[config.mk]
export PLATFORM = sky130hd
export DESIGN_NAME = sevm_div
export DESIGN_NICKNAME = d
export VERILOG_FILES = /design/src/assert_macros.svh /design/src/sevm_pkg.sv /design/src/sevm_div.sv
export SDC_FILE = /design/constraint.sdc
export NUM_CORES = 1
export LEC_CHECK = 0
export ABC_CLOCK_PERIOD_IN_PS = 4300
export BUFFER_PORTS_ARGS = -buffer_cell sky130_fd_sc_hd__buf_2
export CORE_UTILIZATION = 50
export DETAILED_ROUTE_END_ITERATION = 8
export PLACE_DENSITY = 0.79
export SLEW_MARGIN = 10
export SYNTH_ARGS = -nofsm -noshare
export SYNTH_HDL_FRONTEND = slang
export SYNTH_SLANG_ARGS = --single-unit
export TNS_END_PERCENT = 5
[constraint.sdc]
create_clock -name clk -period 4.3 [get_ports clk]
set_input_delay 0 -clock clk [delete_from_list [all_inputs] [get_ports clk]]
set_output_delay 0 -clock clk [all_outputs]
set_load 0.02 [all_outputs]
[src/assert_macros.svh]
// Assertion macros shared by the voxel mask RTL.
// Depends on clk and rst_n being visible where a macro is used.
`ifndef ASSERT_MACROS_SVH
`define ASSERT_MACROS_SVH
`ifndef NO_ASSERTIONS
`define SEVM_ASSERT(lbl, prop, msg) \
    lbl: assert property (@(posedge clk) disable iff (!rst_n) prop) else $error(msg);
`define SEVM_ASSERT_ALWAYS(lbl, prop, msg) \
    lbl: assert property (@(posedge clk) prop) else $error(msg);
`else
`define SEVM_ASSERT(lbl, prop, msg)
`define SEVM_ASSERT_ALWAYS(lbl, prop, msg)
`endif
`endif

[src/sevm_pkg.sv]
// Shared widths, codes and divider transfer types for the voxel mask unit.
// No dependencies.
package sevm_pkg;

    localparam int GRID_DEF   = 64;
    localparam int CFG_IDX_W  = 3;
    localparam int CFG_DATA_W = 24;
    localparam int FUNC_W     = 2;
    localparam int COORD_W    = 24;
    localparam int RAD_W      = 16;
    localparam int SPC_W      = 16;
    localparam int CELL_W     = 6;
    localparam int REXCL_W    = RAD_W + 1;
    localparam int LIM_W      = 19;
    localparam int DIV_NUM_W  = 27;
    localparam int DIV_DEN_W  = SPC_W + 1;

    localparam logic [FUNC_W-1:0] FUNC_PLACE = 2'd0;
    localparam logic [FUNC_W-1:0] FUNC_READ  = 2'd1;
    localparam logic [FUNC_W-1:0] FUNC_WRITE = 2'd2;

    localparam logic [CFG_IDX_W-1:0] REG_SPACING_X  = 3'd0;
    localparam logic [CFG_IDX_W-1:0] REG_SPACING_Y  = 3'd1;
    localparam logic [CFG_IDX_W-1:0] REG_SPACING_Z  = 3'd2;
    localparam logic [CFG_IDX_W-1:0] REG_OFFSET_X   = 3'd3;
    localparam logic [CFG_IDX_W-1:0] REG_OFFSET_Y   = 3'd4;
    localparam logic [CFG_IDX_W-1:0] REG_OFFSET_Z   = 3'd5;
    localparam logic [CFG_IDX_W-1:0] REG_PROBE      = 3'd6;
    localparam logic [CFG_IDX_W-1:0] REG_MAX_RADIUS = 3'd7;

    localparam logic [SPC_W-1:0] SPACING_RST = 16'd4096;

    typedef struct packed {
        logic                        start;
        logic signed [DIV_NUM_W-1:0] num;
        logic [DIV_DEN_W-1:0]        den;
    } div_req_t;

    typedef struct packed {
        logic                        done;
        logic signed [DIV_NUM_W-1:0] quo;
    } div_rsp_t;

    function automatic logic [SPC_W-1:0] spc_eff(input logic [SPC_W-1:0] s);
        return (s == '0) ? SPC_W'(1) : s;
    endfunction

endpackage

[src/sevm_div.sv]
// Bit-serial signed by unsigned divider, quotient truncated toward zero.
// Depends on sevm_pkg.
module sevm_div (
    input  logic               clk,
    input  logic               rst_n,
    input  sevm_pkg::div_req_t req,
    output sevm_pkg::div_rsp_t rsp
);
    import sevm_pkg::*;

    localparam int CNT_W = $clog2(DIV_NUM_W);

    logic                 run_reg;
    logic                 done_reg;
    logic                 neg_reg;
    logic [CNT_W-1:0]     cnt_reg;
    logic [DIV_NUM_W-1:0] quo_reg;
    logic [DIV_DEN_W-1:0] rem_reg;
    logic [DIV_DEN_W-1:0] den_reg;
    logic [DIV_DEN_W:0]   shifted;
    logic [DIV_DEN_W+1:0] trial;

    always_comb
    begin
        shifted = {rem_reg, quo_reg[DIV_NUM_W-1]};
        trial   = {1'b0, shifted} - {2'b00, den_reg};
    end

    always_ff @(posedge clk or negedge rst_n)
    begin
        if (!rst_n)
        begin
            run_reg  <= 1'b0;
            done_reg <= 1'b0;
            cnt_reg  <= '0;
        end
        else
        begin
            done_reg <= 1'b0;
            if (req.start)
            begin
                run_reg <= 1'b1;
                cnt_reg <= '0;
            end
            else if (run_reg)
            begin
                cnt_reg <= cnt_reg + CNT_W'(1);
                if (cnt_reg == CNT_W'(DIV_NUM_W - 1))
                begin
                    run_reg  <= 1'b0;
                    done_reg <= 1'b1;
                end
            end
        end
    end

    always_ff @(posedge clk)
    begin
        if (req.start)
        begin
            neg_reg <= req.num[DIV_NUM_W-1];
            quo_reg <= req.num[DIV_NUM_W-1] ? DIV_NUM_W'(-req.num) : DIV_NUM_W'(req.num);
            rem_reg <= '0;
            den_reg <= req.den;
        end
        else if (run_reg)
        begin
            if (trial[DIV_DEN_W+1])
            begin
                rem_reg <= shifted[DIV_DEN_W-1:0];
            end
            else
            begin
                rem_reg <= trial[DIV_DEN_W-1:0];
            end
            quo_reg <= {quo_reg[DIV_NUM_W-2:0], ~trial[DIV_DEN_W+1]};
        end
    end

    assign rsp.done = done_reg;
    assign rsp.quo  = neg_reg ? -$signed(quo_reg) : $signed(quo_reg);

endmodule

; ---- After elaboration in Yosys (flattened, before gate mapping)
; Cells that the tools add are included.
[totals]
register_bits = 69
in_bits = 47
output_inout_bits = 28
wordCells = 27
[classes]
addsub = 4
eq_ne = 1
n_mux = 13
n_bitwise = 1
reduce_logical = 1
[ops]
columns = cell, n
row1 = $mux 27, 4
row2 = $neg 27->27, 2
row3 = $sub 18x17->19, 1
row4 = $mux 17, 1
row5 = $mux 5, 2
row6 = $mux 1, 6
row7 = $add 5x1->5 const B, 1
row8 = $eq 5x5->1 const B, 1
row9 = $reduce_bool 2->1, 1
row10 = $not 1->1, 1

; ---- Logic depth before layout (Yosys ltp)
; Gate-level depths: netlist of the first run.
[logic_depth]
word_depth = 4
ltp_mapped = 12
mapped_depth_nobuf = 11

; ---- Worst setup path after synthesis of the first run
; OpenSTA, ideal clock, no wires.
[synth_timing]
path_type = flip-flop to flip-flop
startpoint = reg quo_reg[26]
endpoint = reg rem_reg[8]
t_arrival_ns = 2.649
t_required_ns = 4.209
slack_ns = 1.560
stages_incl_launch_ff = 13
path_buffers = 1
period_less_slack_ns = 2.740
path_cell_list = edfxtp_1 > inv_1 > ha_1 > inv_1 > fa_1 > a21o_1 > a221oi_1 > o21ai_1 > a21oi_1 > or2_2 > buf_2 > nand2_1 > a311oi_1
[synth_between]
elab_chain_len = 2
[synth_lines]
columns = item, line
row1 = start: declaration, sevm_div.sv:17  ; logic [DIV_NUM_W-1:0] quo_reg;
row2 = start signal: assignment, sevm_div.sv:62  ; quo_reg <= req.num[DIV_NUM_W-1] ? DIV_NUM_W'(-req.num) : DIV_NUM_W'(req.num);
row3 = start signal: assignment, sevm_div.sv:76  ; quo_reg <= {quo_reg[DIV_NUM_W-2:0], ~trial[DIV_DEN_W+1]};
row4 = $sub 18x17->19, sevm_div.sv:26  ; trial = {1'b0, shifted} - {2'b00, den_reg};
row5 = $mux 17, sevm_div.sv:68  ; if (trial[DIV_DEN_W+1])
row6 = end signal: assignment, sevm_div.sv:70  ; rem_reg <= shifted[DIV_DEN_W-1:0];
row7 = end signal: assignment, sevm_div.sv:74  ; rem_reg <= trial[DIV_DEN_W-1:0];
row8 = end: declaration, sevm_div.sv:18  ; logic [DIV_DEN_W-1:0] rem_reg;
; Every way passes these cells.
; A chain may end at the register's enable or synchronous reset.

; ---- Worst setup path after layout of the first run
[layout_timing]
startpoint = reg quo_reg[26]
endpoint = reg rem_reg[10]
; Same word-level chain as after synthesis.

==> PnR_summary.wiki, run 1 <==
{| class="wikitable"
! Metric !! Value
|-
| Result of the run || complete, but fails checks
|-
| Failing checks || negative hold slack
|-
| Final total negative setup slack || 0 ps
|-
| Synth top cells by count || 54 x nand2_1, 45 x edfxtp_1, 39 x nor2_1
|-
| Clock tree from TritonCTS || done
|-
| Startpoint type of the worst setup path || flip-flop
|-
| Remaining number of nets flagged by the antenna check after routing || 0
|-
| DRC viols || 0
|-
| CTS hold repair buffers || 20
|-
| Area of the die || 9500 um2
|-
| Main area contributors after synthesis || edfxtp_1 30%, dfxtp_1 7.5%, xor2_1 6.3%, xnor2_1 6.0%, ha_1 5.8%
|-
| Detailed Place HPWL || 7250 um
|-
| Post-cts resize count || 0
|-
| Worst Clk Skew || 10.5 ps
|-
| Number of detailed-routing iterations run before antenna repair || 5
|-
| Post-synthesis average cell area || 9.38 um2
|-
| Yosys cell types || 52
|-
| Routability cong. || 0.876
|-
| Share of final-layout standard cells stronger than drive strength 1 || 19.9%
|-
| Clock Tree Buf Depth || 2
|-
| Placed cell area || 5010 um2
|-
| Nets in the synthesized netlist || 555
|-
| Buffers inserted during post-CTS setup optimization || 0
|-
| Warnings from Yosys || 0
|-
| Hold Crit Class || input port to flip-flop
|-
| Cell-internal power || 1.29 mW
|-
| Pwr/cell area || 338 nW/um2
|-
| Number of endpoints with negative hold slack in the final report || 1
|-
| Count of antenna diodes in the layout || 0
|-
| Minimum period implied by the final worst setup slack || 3170 ps
|-
| Max reg flops || 27
|-
| Post-synth EDFFs || 45
|-
| Height of the chip || 97.5 um
|-
| Combinational share of power || 22.5%
|-
| Vias in the first global route || 3,640
|-
| Worst hold margin || -5.62 ps
|-
| Sink Count || 69
|-
| Num CTS Buffers || 9
|-
| 1st-iter DRT viols || 189
|-
| Post-route standard cell area excluding fillers || 5430 um2
|-
| Kind of critical path || flip-flop to flip-flop
|-
| Number of antenna violations at the first check in global routing || 0
|-
| Leakage dissipation || 2.21 nW
|-
| Most numerous cell in the Yosys netlist || nand2_1
|-
| Most instantiated flip-flop cell in the synthesis netlist || edfxtp_1
|-
| Ports || 75
|-
| Finish-stage setup viols || 0
|-
| Sw Ratio || 29.9%
|-
| Global-route wire length before repair || 16,600 um
|-
| Floorplan die width || 97.5 um
|-
| Insertion delay to the later sink of the worst-skew pair || 360 ps
|-
| Max-slew violation count || 0
|-
| Root cell of the clock tree || clkbuf_8
|-
| Sequential-to-total area share from yosys stat || 41.0%
|-
| Pre-CTS worst setup slack || 1300 ps
|-
| Maximum ir drop on the vdd rail || 0.213 mV
|-
| Clock network power share || 32.9%
|-
| Number of input and output port buffers inserted || 74
|-
| Worst-case headroom to the max-slew limit || 29.7%
|-
| Fraction of power consumed by sequential logic || 44.6%
|-
| Number of standard cells after synthesis || 486
|-
| Switching power || 0.549 mW
|-
| Total gr overflow || 0
|-
| Initial core utilization || 52.0%
|-
| Share of the synthesized area in the top cell type || 29.6%
|-
| Total Routed Length || 10,100 um
|-
| Synthesis-stage register bit count || 69
|-
| Routed len/inst || 14.7 um
|-
| Unrepaired setup endpoints after global routing || no
|-
| Final setup margin || 1130 ps
|-
| Worst-Margin Slew || 1050 ps
|-
| Largest net degree at the start of global routing || 52
|-
| Synth Cell Area || 4560 um2
|-
| P&R area growth vs syn || 19.1%
|-
| Number of placement rows || 34
|-
| Register clock-pin slew on the reported worst setup and hold paths || 80 ps
|-
| CP max FO || 12
|-
| Kind of end point of the critical path || flip-flop
|-
| Proportion of synthesized flip-flops having asynchronous set or reset || 10.1%
|-
| Vias per Instance || 5.75
|-
| Period Utilization, post-route || 73.7%
|-
| Global routing usage summed across all routing layers || 21.7%
|-
| FILL cells || 754
|-
| Total power of the final layout || 1.84 mW
|-
| F_max || 315 MHz
|-
| Net count, final || 642
|-
| Required time of the critical path || 4560 ps
|-
| Cell type with the highest aggregate area in the netlist || edfxtp_1
|-
| Via count of the routed design || 3,942
|-
| Core Area || 8760 um2
|-
| H-tree level count || 3
|-
| # Max-Cap Violations || 0
|-
| Critical path data arrival time || 3430 ps
|}
==> metal layers <==
metal | part of all wire (%) | GRT usage, %
met5 | 0 | 0
met4 | 2.6 | 10.9
met3 | 6.1 | 3.53
met1 | 43 | 27.5
met2 | 48 | 35.8
==> cells in the final DEF (no fill, tap or decap), drive strengths merged, types with 7 or more instances in the layout <==
master       netlist  routed
ha                21      21
o21ai             38      38
buf                5      79
nand2             54      54
inv               25      25
clkbuf            18      10
dlygate4sd3        0      20
a21o               7       7
or3                8       8
xor2              33      33
dfxtp             17      17
mux2              13      13
a21oi             34      34
or4                8       8
o41ai              8       8
dfrtp              7       7
nor2              39      39
nand2b             7       7
o31ai              8       8
edfxtp            45      45
xnor2             31      31
==> area by class of cell <==
| cell class | instances | area [um2] | share of cell area, % |
|---|---|---|---|
| clock buffers | 10 | 138 | 2.53 |
| well taps | 108 | 135 | 2.49 |
| multi-input cells | 369 | 2500 | 46.1 |
| flip-flops and latches | 69 | 1870 | 34.4 |
| repair buffers | 99 | 608 | 11.2 |
| clock inverters | 6 | 86.3 | 1.59 |
| inverters | 25 | 93.8 | 1.73 |
==> metrics by stage <==
step | hold WS [ps] | utilization (%) | instances
global route | 14.5 | 62.0 | 686
global placement | -162 | 57.1 | 650
CTS | 0.417 | 62.0 | 686
floorplan | -296 | - | 486
detailed placement | -159 | 57.1 | 650
finish | -5.62 | 62.0 | 686
==> critical path: stages, from the launching register on <==
cell and delay (ps):
edfxtp_1 430, inv_1 80, ha_1 160, inv_1 50, fa_1 410, a21o_1 210
a221oi_1 470, o21ai_1 260, a21oi_1 300, nor2_1 250, mux2i_1 180, a211oi_1 270
==> power groups by stage <==
| stage | clock, mW | sequential [mW] | combinational (mW) |
|---|---|---|---|
| 3_3_place_gp | 0 | 0.830 | 0.388 |
| 5_1_grt | 0.636 | 0.828 | 0.451 |
| 3_5_place_dp | 0 | 0.833 | 0.397 |
| 4_1_cts | 0.608 | 0.818 | 0.415 |
| 6_report | 0.604 | 0.819 | 0.413 |
| 2_1_floorplan | 0 | 0.818 | 0.276 |
==> logic make-up after synthesis <==
logic type	share of synthesized area [%]
muxes	4.09
and+or+nand+nor	15.7
DFF	41.0
AOI/OAI and AO/OA	16.6
buffers and inverters	4.14
adders and majority gates	6.20
xor gates and xnor gates	12.3
==> path summary, 6_finish.rpt <==
| path | cells past startpoint | to | from | slack [ps] |
|---|---|---|---|---|
| setup / recovery | 11 | rem_reg[10]$_SDFFE_PP0P_ | quo_reg[26]$_DFFE_PP_ | 1130 |
| hold / removal | 3 | quo_reg[0]$_DFFE_PP_ | req[17] | -6 |
| setup reg to reg | 11 | rem_reg[10]$_SDFFE_PP0P_ | quo_reg[26]$_DFFE_PP_ | 1130 |
| hold reg to reg | 2 | rem_reg[16]$_SDFFE_PP0P_ | rem_reg[16]$_SDFFE_PP0P_ | 480 |
| max in group asynchronous | 4 | cnt_reg[0]$_DFFE_PN0P_ | rst_n | 3040 |
| min in group asynchronous | 3 | done_reg$_DFF_PN0_ | rst_n | 530 |
Note: power is estimated with default switching activity, not from simulation.
==> inputs of run 2 (changes only) <==
--- a/config.mk
+++ b/config.mk
@@ -5,11 +5,11 @@
 export SDC_FILE = /design/constraint.sdc
 export NUM_CORES = 1
 export LEC_CHECK = 0
-export ABC_CLOCK_PERIOD_IN_PS = 4300
+export ABC_CLOCK_PERIOD_IN_PS = 2600
 export BUFFER_PORTS_ARGS = -buffer_cell sky130_fd_sc_hd__buf_2
 export CORE_UTILIZATION = 50
 export DETAILED_ROUTE_END_ITERATION = 8
-export PLACE_DENSITY = 0.79
+export PLACE_DENSITY = 0.82
 export SLEW_MARGIN = 10
 export SYNTH_ARGS = -nofsm -noshare
 export SYNTH_HDL_FRONTEND = slang
==> constraint.sdc (replaced) <==
create_clock -name clk -period 2.6 [get_ports clk]
set_input_delay 0 -clock clk [delete_from_list [all_inputs] [get_ports clk]]
set_output_delay 0 -clock clk [all_outputs]
set_load 0.02 [all_outputs]
==> PnR_summary.wiki, run 2 (synthesized netlist as in run 1, its figures left out) <==
{| class="wikitable"
! Metric !! Value
|-
| Global-route wire length before repair || 17,300 um
|-
| Critical path data arrival time || 2550 ps
|-
| Clock tree from TritonCTS || done
|-
| Count of buffer and inverter cells on the critical path || 3
|-
| Most frequent standard cell in the layout excluding fill and tap cells || buf_2
|-
| Area of the die || 9500 um2
|-
| Combinational share of power || 24.0%
|-
| Clock network power share || 29.4%
|-
| Required time of the critical path || 2600 ps
|-
| Clock Tree Buf Depth || 2
|-
| Vias per Instance || 5.75
|-
| Number of input and output port buffers inserted || 74
|-
| Insertion delay to the later sink of the worst-skew pair || 350 ps
|-
| Number of detailed-routing iterations run before antenna repair || 5
|-
| Minimum period implied by the final worst setup slack || 2550 ps
|-
| Largest net degree at the start of global routing || 39
|-
| Cells traversed along the worst timing path || inv_1 -> ha_1 -> nand2_1 -> or3_4 -> nor4_4 -> buf_4 -> nand3_2 -> o31ai_2 -> xnor2_1 -> buf_2
|-
| Reg2reg setup slack || 70 ps
|-
| P&R area growth vs syn || 24.7%
|-
| Register clock-pin slew on the reported worst setup and hold paths || 80 ps
|-
| Startpoint of the worst register-to-register path || quo_reg[26]$_DFFE_PP_
|-
| Reg2Reg Depth || 12
|-
| Root cell of the clock tree || clkbuf_8
|-
| Largest incremental delay on the critical path || 430 ps
|-
| Count of antenna diodes in the layout || 0
|-
| Share of final-layout standard cells stronger than drive strength 1 || 25.4%
|-
| DP Cell Count || 662
|-
| Cell depth of the worst hold path || 3
|-
| Num CTS Buffers || 9
|-
| Total Routed Length || 10,600 um
|-
| Placed cell area || 5100 um2
|-
| Leakage dissipation || 2.31 nW
|-
| Result of the run || complete, no violations
|-
| Number of endpoints with negative hold slack in the final report || 0
|-
| Total gr overflow || 0
|-
| Kind of critical path || flip-flop to output port
|-
| H-tree level count || 3
|-
| Worst-case headroom to the max-slew limit || 49.4%
|-
| Routed len/inst || 15.1 um
|-
| 1st-iter DRT viols || 234
|-
| Period Utilization, post-route || 98.2%
|-
| Ports || 75
|-
| Number of placement rows || 34
|-
| Initial core utilization || 52.0%
|-
| Via count of the routed design || 4,040
|-
| Capture point of the worst reg-to-reg path || rem_reg[12]$_SDFFE_PP0P_
|-
| # Max-Cap Violations || 0
|-
| Unrepaired setup endpoints after global routing || yes
|-
| Hold Crit Class || input port to flip-flop
|-
| Final setup margin || 47.4 ps
|-
| Hold Path Origin || req[31]
|-
| Finish-stage setup viols || 0
|-
| Post-route standard cell area excluding fillers || 5690 um2
|-
| Routability cong. || 0.872
|-
| Vias in the first global route || 3,781
|-
| Height of the chip || 97.5 um
|-
| F_max || 392 MHz
|-
| Maximum ir drop on the vdd rail || 0.346 mV
|-
| Kind of end point of the critical path || output port
|-
| Startpoint type of the worst setup path || flip-flop
|-
| Pre-CTS worst setup slack || -81.3 ps
|-
| Detailed Place HPWL || 7490 um
|-
| Cell-internal power || 2.02 mW
|-
| Critical path's slowest cell || edfxtp_1
|-
| Worst-Margin Slew || 752 ps
|-
| Remaining number of nets flagged by the antenna check after routing || 0
|-
| Core Area || 8760 um2
|-
| Worst Clk Skew || 8.44 ps
|-
| Pwr/cell area || 517 nW/um2
|-
| Most used cells in the layout excluding fill and tap cells || 73 x buf_2, 54 x nand2_1, 45 x edfxtp_1, 38 x nor2_1, 33 x xor2_1
|-
| DRC viols || 0
|-
| Max-slew violation count || 0
|-
| Net count, final || 659
|-
| CP max FO || 4
|-
| Switching power || 0.924 mW
|-
| Gate family responsible for the most delay along the worst path || simple AND/OR/NAND/NOR gates
|-
| Sink Count || 69
|-
| Fraction of power consumed by sequential logic || 46.6%
|-
| Floorplan die width || 97.5 um
|-
| Number of antenna violations at the first check in global routing || 0
|-
| Max reg flops || 27
|-
| Total power of the final layout || 2.94 mW
|-
| Non-filler cells in the finished layout || 703
|-
| Worst hold margin || 67.0 ps
|-
| Global routing usage summed across all routing layers || 22.6%
|-
| Sw Ratio || 31.4%
|-
| WHS Endpoint || quo_reg[14]$_DFFE_PP_
|}
==> run 2: worst max-delay path by stage <==
| stage | start | endpoint | slack (ps) | cells after the start |
|---|---|---|---|---|
| floorplan | quo_reg[26]$_DFFE_PP_ | rem_reg[8]$_SDFFE_PP0P_ | -6 | 12 |
| global placement | quo_reg[26]$_DFFE_PP_ | rem_reg[16]$_SDFFE_PP0P_ | 50 | 11 |
| detailed placement | quo_reg[26]$_DFFE_PP_ | rem_reg[0]$_SDFFE_PP0P_ | -80 | 11 |
| CTS | quo_reg[26]$_DFFE_PP_ | rem_reg[16]$_SDFFE_PP0P_ | -30 | 11 |
| global route | quo_reg[26]$_DFFE_PP_ | rem_reg[12]$_SDFFE_PP0P_ | -110 | 12 |
| finish | quo_reg[0]$_DFFE_PP_ | rsp[24] | 50 | 10 |
==> run 2: cell type report <==
cell class              instances  area [um2]
fillers                       668        3080
multi-input cells             370        2660
flip-flops and latches         69        1870
repair buffers                115         737
well taps                     108         135
clock buffers                   9         124
inverters                      25        93.8
clock inverters                 7        66.3
==> run 2: what timing repair did <==
item | CTS | global route
setup endpoints to repair | 20 | 31
cloned | 0 | 1
resized for setup | 12 | 25
hold endpoints to repair | 26 | 0
hold buffers | 21 | 0
setup buffers | 0 | 3
pin swaps | 0 | 6
==> run 2: metrics by stage <==
step | util (%) | TNS (ps)
floorplan | - | -17.1
global placement | 58.2 | 0
detailed placement | 58.2 | -145
CTS | 63.5 | -68.7
global route | 64.9 | -1340
finish | 64.9 | 0
==> run 2: power groups by stage <==
| stage | Sequential (mW) | Combinational, mW | Clock [mW] |
|---|---|---|---|
| 4_1_cts | 1.36 | 0.694 | 0.872 |
| 6_report | 1.37 | 0.707 | 0.864 |
| 5_1_grt | 1.38 | 0.772 | 0.937 |
| 3_3_place_gp | 1.37 | 0.646 | 0 |
| 2_1_floorplan | 1.35 | 0.458 | 0 |
| 3_5_place_dp | 1.38 | 0.664 | 0 |
==> run 2: per-layer routing <==
metal / global-route usage (%) / wire length, um / vias up
li1: - / - / 1959
met1: 29.4 / 4450 / 1874
met2: 37.3 / 5180 / 177
met3: 4.03 / 718 / 30
met4: 8.82 / 234 / 0
met5: 0 / 0 / -
==> run 2: worst reg2reg max path, stage by stage, from the launching register on <==
cell,delay [ps]
edfxtp_1,380
inv_1,70
ha_1,150
inv_1,60
fa_2,350
a21o_1,200
a221oi_4,310
o21ai_4,120
buf_4,160
a21o_1,200
a21oi_2,150
xor2_1,160
o21ai_0,100
==> inputs of run 3 (changes only) <==
==> constraint.sdc (replaced) <==
create_clock -name clk -period 2.6 [get_ports clk]
set_input_delay 0.39 -clock clk [delete_from_list [all_inputs] [get_ports clk]]
set_output_delay 0.39 -clock clk [all_outputs]
set_load 0.02 [all_outputs]
==> PnR_summary.wiki, run 3 (synthesized netlist as in run 1, its figures left out) <==
{| class="wikitable"
! Metric !! Value
|-
| Result of the run || complete, but fails checks
|-
| Failing checks || negative setup slack
|-
| Pwr/cell area || 547 nW/um2
|-
| Insertion delay to the later sink of the worst-skew pair || 350 ps
|-
| Routability cong. || 0.857
|-
| Startpoint type of the worst setup path || flip-flop
|-
| Final core area utilization || 65.9%
|-
| Global-route wire length before repair || 18,200 um
|-
| Vias in the first global route || 3,986
|-
| # Max-Cap Violations || 0
|-
| Final setup margin || -327 ps
|-
| Initial core utilization || 52.0%
|-
| Count of antenna diodes in the layout || 0
|-
| Post-route standard cell area excluding fillers || 5780 um2
|-
| Number of input and output port buffers inserted || 74
|-
| Largest incremental delay on the critical path || 420 ps
|-
| Area of the die || 9500 um2
|-
| Global routing usage summed across all routing layers || 23.4%
|-
| Max-slew violation count || 0
|-
| Root cell of the clock tree || clkbuf_8
|-
| Number of endpoints with negative hold slack in the final report || 0
|-
| Kind of critical path || flip-flop to output port
|-
| Unrepaired setup endpoints after global routing || yes
|-
| Cells traversed along the worst timing path || inv_2 -> ha_1 -> nand2_1 -> or3_4 -> nor4_4 -> buf_4 -> nand3_2 -> o41ai_2 -> xnor2_1 -> buf_4
|-
| Remaining number of nets flagged by the antenna check after routing || 0
|-
| Critical path's slowest cell || edfxtp_1
|-
| Cell mode on critical path || buf_4
|-
| Number of antenna violations at the first check in global routing || 0
|-
| Critical path data arrival time || 2540 ps
|-
| Worst-case headroom to the max-slew limit || 48.1%
|-
| Sink Count || 69
|-
| Most frequent standard cell in the layout excluding fill and tap cells || buf_2
|-
| Maximum ir drop on the vdd rail || 0.365 mV
|-
| Net count, final || 670
|-
| Largest net degree at the start of global routing || 46
|-
| Clock Tree Buf Depth || 2
|-
| Routed len/inst || 15.1 um
|-
| Reg2reg setup slack || 20 ps
|-
| Core Area || 8760 um2
|-
| Ports || 75
|-
| F_max || 342 MHz
|-
| P&R area growth vs syn || 26.8%
|-
| Kind of end point of the critical path || output port
|-
| Floorplan die width || 97.5 um
|-
| FILL cells || 682
|-
| Clock tree from TritonCTS || done
|-
| Startpoint of the worst register-to-register path || quo_reg[26]$_DFFE_PP_
|-
| Total gr overflow || 0
|-
| Hold Crit Class || input port to flip-flop
|-
| Detailed Place HPWL || 8020 um
|-
| Total power of the final layout || 3.16 mW
|-
| 1st-iter DRT viols || 170
|-
| Gate family responsible for the most delay along the worst path || simple AND/OR/NAND/NOR gates
|-
| Worst-Margin Slew || 776 ps
|-
| Worst hold margin || 214 ps
|-
| Capture point of the worst reg-to-reg path || rem_reg[16]$_SDFFE_PP0P_
|-
| Vias per Instance || 5.67
|-
| Count of buffer and inverter cells on the critical path || 3
|-
| Height of the chip || 97.5 um
|-
| Number of detailed-routing iterations run before antenna repair || 5
|-
| Finish-stage setup viols || 14
|-
| H-tree level count || 3
|-
| Most used cells in the layout excluding fill and tap cells || 64 x buf_2, 59 x buf_4, 54 x nand2_1, 45 x edfxtp_1, 38 x nor2_1
|-
| Number of placement rows || 34
|-
| Cell depth of the worst hold path || 1
|-
| Max reg flops || 27
|-
| Reg2Reg Depth || 11
|-
| Area taken by flip-flops and latches || 1870 um2
|-
| Share of final-layout standard cells stronger than drive strength 1 || 30.0%
|-
| Area of combinational cells with multiple inputs || 2650 um2
|-
| Period Utilization, post-route || 113%
|-
| Num CTS Buffers || 9
|-
| WHS Endpoint || den_reg[15]$_DFFE_PP_
|-
| Register clock-pin slew on the reported worst setup and hold paths || 80 ps
|-
| Total Routed Length || 10,800 um
|-
| DRC viols || 0
|-
| Via count of the routed design || 4,046
|-
| Required time of the critical path || 2210 ps
|-
| Leakage dissipation || 2.40 nW
|-
| Hold Path Origin || req[15]
|-
| Worst Clk Skew || 12.8 ps
|-
| Placed cell area || 5370 um2
|-
| Minimum period implied by the final worst setup slack || 2930 ps
|-
| CP max FO || 4
|}
## run 3: changes by cell type in the layout (fill, tap and decap cells not counted), moves of 2 or more
cell / previous run / this run
clkinv_2: 4 / 0
buf_6: 1 / 3
clkinv_1: 0 / 3
buf_4: 20 / 59
o21ai_0: 29 / 31
inv_1: 25 / 22
bufinv_16: 1 / 3
o21ai_1: 8 / 5
dlygate4sd3_1: 21 / 1
inv_2: 0 / 3
buf_2: 73 / 64
## run 3: repair_timing
action / in CTS / in global routing
setup buffers: 0 / 0
pin swaps: 2 / 5
resized for setup: 29 / 19
hold buffers: 1 / 0
hold endpoints to repair: 7 / 0
endpoints found under the setup margin: 34 / 35
## run 3: per-layer routing
metal	vias to the layer above	global-route usage, %	share of wire, %
li1	1986	-	-
met1	1920	28.7	42
met2	125	41.8	52
met3	15	4.53	5.2
met4	0	6.56	1.2
met5	-	0	0
## run 3: metrics by stage
step / worst slack, ps / cells / TNS (ps)
detailed placement: -203 / 697 / -2730
global placement: -131 / 697 / -461
floorplan: -5.57 / 486 / -17.1
CTS: -343 / 714 / -2630
global route: -475 / 714 / -4830
finish: -327 / 714 / -2350
## run 3: how the worst max path moves through the flow
stage	from	endpoint	slack (ps)	cells after the start
finish	quo_reg[1]$_DFFE_PP_	rsp[22]	-330	10
global placement	req[30]	quo_reg[23]$_DFFE_PP_	-130	8
CTS	quo_reg[1]$_DFFE_PP_	rsp[22]	-340	10
detailed placement	quo_reg[1]$_DFFE_PP_	rsp[22]	-200	10
floorplan	quo_reg[26]$_DFFE_PP_	rem_reg[8]$_SDFFE_PP0P_	-6	12
global route	quo_reg[1]$_DFFE_PP_	rsp[22]	-480	10
## run 3: area by class of cell
class                   instances  area share [%]
multi-input cells             369            45.8
inverters                      25            1.62
flip-flops and latches         69            32.3
clock inverters                 6            1.75
repair buffers                127            14.0
well taps                     108            2.34
clock buffers                  10            2.21
## run 3: where the power goes
group | switching, mW | leakage (nW) | total (mW) | internal, mW
combinational | 0.430 | 1.60 | 0.785 | 0.355
sequential | 0.0824 | 0.685 | 1.35 | 1.27
clock | 0.393 | 0.113 | 1.02 | 0.628
